## config.mk

```make
export PLATFORM = sky130hd
export DESIGN_NAME = bes_mul
export DESIGN_NICKNAME = d
export VERILOG_FILES = /design/src/rtl/bes_pkg.sv /design/src/rtl/bes_mul.sv
export SDC_FILE = /design/constraint.sdc
export NUM_CORES = 2
export LEC_CHECK = 0
export ABC_AREA = 1
export BUFFER_PORTS_ARGS = -buffer_cell sky130_fd_sc_hd__buf_2
export CAP_MARGIN = 20
export CORE_ASPECT_RATIO = 0.7
export CORE_MARGIN = 3
export CORE_UTILIZATION = 60
export CTS_BUF_LIST = sky130_fd_sc_hd__clkbuf_8
export CTS_CLUSTER_DIAMETER = 200
export DETAILED_ROUTE_END_ITERATION = 6
export PLACE_DENSITY = 0.82
export SLEW_MARGIN = 20
export SYNTH_ARGS = -nofsm -noshare
export SYNTH_HDL_FRONTEND = slang
export SYNTH_SLANG_ARGS = --single-unit
```

## constraint.sdc

```tcl
create_clock -name clk -period 7.67 [get_ports clk]
set_input_delay 0 -clock clk [delete_from_list [all_inputs] [get_ports clk]]
set_output_delay 0 -clock clk [all_outputs]
set_load 0.02 [all_outputs]
```

## src/rtl/bes_pkg.sv

```systemverilog
// ----------------------------------------------------------------------------
// Boat Euler step package
// Shared types, constants and the CORDIC angle table.
// ----------------------------------------------------------------------------
package bes_pkg;

  localparam int FRAC_BITS_DEF  = 16;
  localparam int TRIG_ITER_DEF  = 16;
  localparam int CORDIC_MAX     = 24;

  // Multiplier operand and product widths.
  localparam int MW = 35;
  localparam int PW = 2 * MW;

  localparam logic signed [33:0] CORDIC_START = 34'sd652032874;
  // 2^32 / (2*pi) in Q.8, split in two halves for the shared multiplier.
  localparam logic [37:0] RAD_TO_ANGLE = 38'd174992710548;
  localparam int RTA_SPLIT = 19;

  typedef enum logic [2:0] {
    REG_STEP_SIZE    = 3'd0,
    REG_INIT_X       = 3'd1,
    REG_INIT_Y       = 3'd2,
    REG_INIT_HEADING = 3'd3,
    REG_INIT_SPEED   = 3'd4
  } cfg_reg_t;

  typedef enum logic [1:0] {
    ST_IDLE,
    ST_RUN,
    ST_DONE
  } state_t;

  typedef enum logic [3:0] {
    OP_RATE,
    OP_ANG_LO,
    OP_ANG_HI,
    OP_DRAG,
    OP_ACC_LO,
    OP_ACC_HI,
    OP_VX,
    OP_VY,
    OP_POS_X,
    OP_POS_Y
  } op_t;

  typedef struct packed {
    logic        start;
    logic [31:0] angle;
  } cordic_req_t;

  typedef struct packed {
    logic        done;
    logic [33:0] cos_v;
    logic [33:0] sin_v;
  } cordic_rsp_t;

  // atan(2^-i) as a binary angle, truncated.
  function automatic logic [31:0] atan_angle(input logic [4:0] idx);
    logic [31:0] a;
    case (idx)
      5'd0:    a = 32'h20000000;
      5'd1:    a = 32'h12E4051D;
      5'd2:    a = 32'h09FB385B;
      5'd3:    a = 32'h051111D4;
      5'd4:    a = 32'h028B0D43;
      5'd5:    a = 32'h0145D7E1;
      5'd6:    a = 32'h00A2F61E;
      5'd7:    a = 32'h00517C55;
      5'd8:    a = 32'h0028BE53;
      5'd9:    a = 32'h00145F2E;
      5'd10:   a = 32'h000A2F98;
      5'd11:   a = 32'h000517CC;
      5'd12:   a = 32'h00028BE6;
      5'd13:   a = 32'h000145F3;
      5'd14:   a = 32'h0000A2F9;
      5'd15:   a = 32'h0000517C;
      5'd16:   a = 32'h000028BE;
      5'd17:   a = 32'h0000145F;
      5'd18:   a = 32'h00000A2F;
      5'd19:   a = 32'h00000517;
      5'd20:   a = 32'h0000028B;
      5'd21:   a = 32'h00000145;
      5'd22:   a = 32'h000000A2;
      5'd23:   a = 32'h00000051;
      default: a = 32'h00000000;
    endcase
    return a;
  endfunction

endpackage

```

## src/rtl/bes_mul.sv

```systemverilog
// ----------------------------------------------------------------------------
// Boat Euler step multiplier
// Shared signed multiplier with a registered product.
// ----------------------------------------------------------------------------
module bes_mul import bes_pkg::*; (
  input  logic                 clk,
  input  logic signed [MW-1:0] a,
  input  logic signed [MW-1:0] b,
  output logic signed [PW-1:0] p_r
);

  always_ff @(posedge clk) begin
    p_r <= a * b;
  end

endmodule

```

==> results by group <==
Outcome
  – Outcome: finished, final reports clean

Worst setup path
  – CP Max Fanout: 35
  – Setup CP Type: in2reg
  – Arrival @ worst endpoint: 7.30 ns
  – Worst setup EP type: flip-flop
  – Critical Path RT: 7.88 ns
  – CP startpoint: a[17]
  – Startpoint types: primary input

Synth
  – Share of flip-flops with an asynchronous set or reset: 0%
  – Syn Inst Count: 6,113
  – Synth Flop Type: dfxtp_1
  – Syn Area/Cell: 7.83 sq um
  – Mapped Area: 47,900 sq um
  – EDFF count, synth: 0
  – FF+latch count, synth: 70
  – Number of distinct library cells after synthesis: 31
  – Warnings from Yosys: 0
  – Seq/Total Area, Yosys: 2.93%
  – Syn_nets: 7,702

Timing
  – Worst-margin pin slew: 1.02 ns
  – Tcrit/Tclk final: 92.4%
  – Slew headroom: 32.2%
  – Final max-slew violation count: 0
  – Setup tns final: 0 ns
  – Final hold vios: 0
  – Fmax: 141 MHz
  – Tmin final: 7.09 ns
  – RSZ-0062 raised after global routing: no
  – Count of final setup violators: 0

Die
  – Die width: 344 microns
  – Starting density of the core: 61.4%
  – Io pins: 141
  – Num rows: 85
  – Die area: 83,300 sq um
  – Die Ht: 242 microns
  – CORE AREA: 78,000 sq um

Global routing
  – Initial antenna violation count: 8
  – Largest net degree at the start of global routing: 36
  – Overflow after GRT: 0
  – First-pass GRT wire length: 221,000 microns
  – Vias in the first global route: 40,700
  – GRT Total Usage: 34.3%

Clock tree
  – Post-CTS resize count: 0
  – CTS tree: built
  – Hold buffer count at CTS: 0
  – Root buffer cell: clkbuf_8
  – CTS buffer count: 9
  – Worst-path clk slew: 0.10 ns
  – TritonCTS Sinks: 70
  – H-tree depth: 3
  – Clock Tree Buf Depth: 2
  – Post-CTS setup buffers: 0

Detailed routing
  – Post-DR wirelength/cell: 18.9 microns
  – Final ANT Viol Nets: 0
  – Router iterations before antenna repair: 6
  – Vias per inst: 5.27
  – Via count: 37,500
  – DRT iter0 DRCs: 3,794
  – Total wire length: 135,000 microns
  – Residual DRC: 0

Placement
  – GPL Wtd Cong: 0.990
  – Detailed Place HPWL: 116,000 microns
  – PortBufs: 140
  – Inst Count DP: 7,102

Final layout
  – Area Overhead vs Synth: 3.88%
  – Number of flip-flops under the largest register name: 70
  – Post-Layout Cell Count: 7,119
  – Regs by FF count: p_r (70)
  – Share of cells above drive strength 1: 4.63%
  – Layout net count: 7,658
  – Largest Register: p_r

Min path
  – HP Start: b[0]
  – HP Class: in2reg

Flow run
  – Max-cap violations: 0
cells in the mapped netlist, types with 7 or more instances:
master    number  area [sq um]
a21oi_1       65           325
or2_2          7          43.8
inv_1       2079          7800
o21bai_1      13          97.6
nand2_1     1751          6570
nor2_1       135           507
nand3_1       66           330
clkbuf_1     278          1040
nand2_2        9          56.3
o21ai_0       19          95.1
nor3_1        13          65.1
dfxtp_1       70          1400
nand4_1       14          87.6
ha_1         207          2590
xor2_1        34           298
fa_1        1311         26200
metal layers:
metal	vias up	track usage [%]	part of all wire (%)
li1	16400	-	-
met1	18500	51.9	41
met2	2457	48.7	42
met3	192	11.5	15
met4	10	6.13	1.6
met5	-	0	0.045
path summary, 6_finish.rpt:
kind              end  cells after the start
max   p_r[28]$_DFF_P_                     23
min    p_r[0]$_DFF_P_                      4
cell type report:
cell class	count	area (sq um)
Antenna cell	2	5.00
Inverter	2087	7830
Clock buffer	9	124
Tap cell	1044	1310
Sequential cell	70	1400
Clock inverter	6	111
Multi-Input combinational cell	3677	37600
Fill cell	6562	28200
Timing Repair Buffer	224	1360
critical path, cell delays in order:
cell and delay (ns):
buf_2 0.73, nand2_1 0.20, fa_1 0.55, fa_1 0.50, inv_1 0.05, fa_1 0.47, inv_1 0.05, fa_1 0.52
inv_1 0.05, fa_1 0.49, fa_1 0.54, fa_1 0.54, inv_1 0.08, fa_1 0.51, inv_1 0.05, ha_1 0.39
nand2_1 0.14, nor2_1 0.29, nand2_1 0.16, nor2_1 0.12, nand2_1 0.07, nand3_1 0.25, xor2_1 0.50
layout by cell type, fill, tap and decap left out, drive strengths merged:
| master | n |
|---|---|
| a21oi | 67 |
| and2 | 2 |
| and3 | 1 |
| buf | 224 |
| bufinv | 3 |
| clkbuf | 9 |
| clkinv | 4 |
| clkinvlp | 1 |
| dfxtp | 70 |
| diode | 2 |
| fa | 1311 |
| ha | 207 |
| inv | 2085 |
| nand2 | 1760 |
| nand2b | 1 |
| nand3 | 71 |
| nand3b | 3 |
| nand4 | 14 |
| nor2 | 141 |
| nor3 | 17 |
| nor4 | 3 |
| o21ai | 19 |
| o21bai | 13 |
| or2 | 8 |
| xnor2 | 5 |
| xor2 | 34 |
logic make-up (layout without fill, tap and decap cells):
| kind of cell | after synthesis | count (layout) | synth area share, % |
|---|---|---|---|
| compound gates | 99 | 99 | 1.12 |
| xor+xnor | 39 | 39 | 0.714 |
| fa+ha+maj | 1518 | 1518 | 60.2 |
| buf+inv | 2366 | 2326 | 18.6 |
| flops | 70 | 70 | 2.93 |
| other cells | 0 | 2 | 0 |
| simple gates | 2021 | 2021 | 16.4 |
metrics by stage:
step	hold slack, ns	setup WS [ns]	area (sq um)	utilization, %
3_5_place_dp	0.415	0.334	49500	63.5
5_1_grt	0.216	0.240	49700	63.8
6_report	0.237	0.579	49700	63.8
4_1_cts	0.197	0.724	49700	63.8
2_1_floorplan	0.300	0.659	47900	-
3_3_place_gp	0.416	0.474	49500	63.5
Power is not shown: default switching activity piles up to over one toggle a cycle in this logic, so the estimate is an artifact.
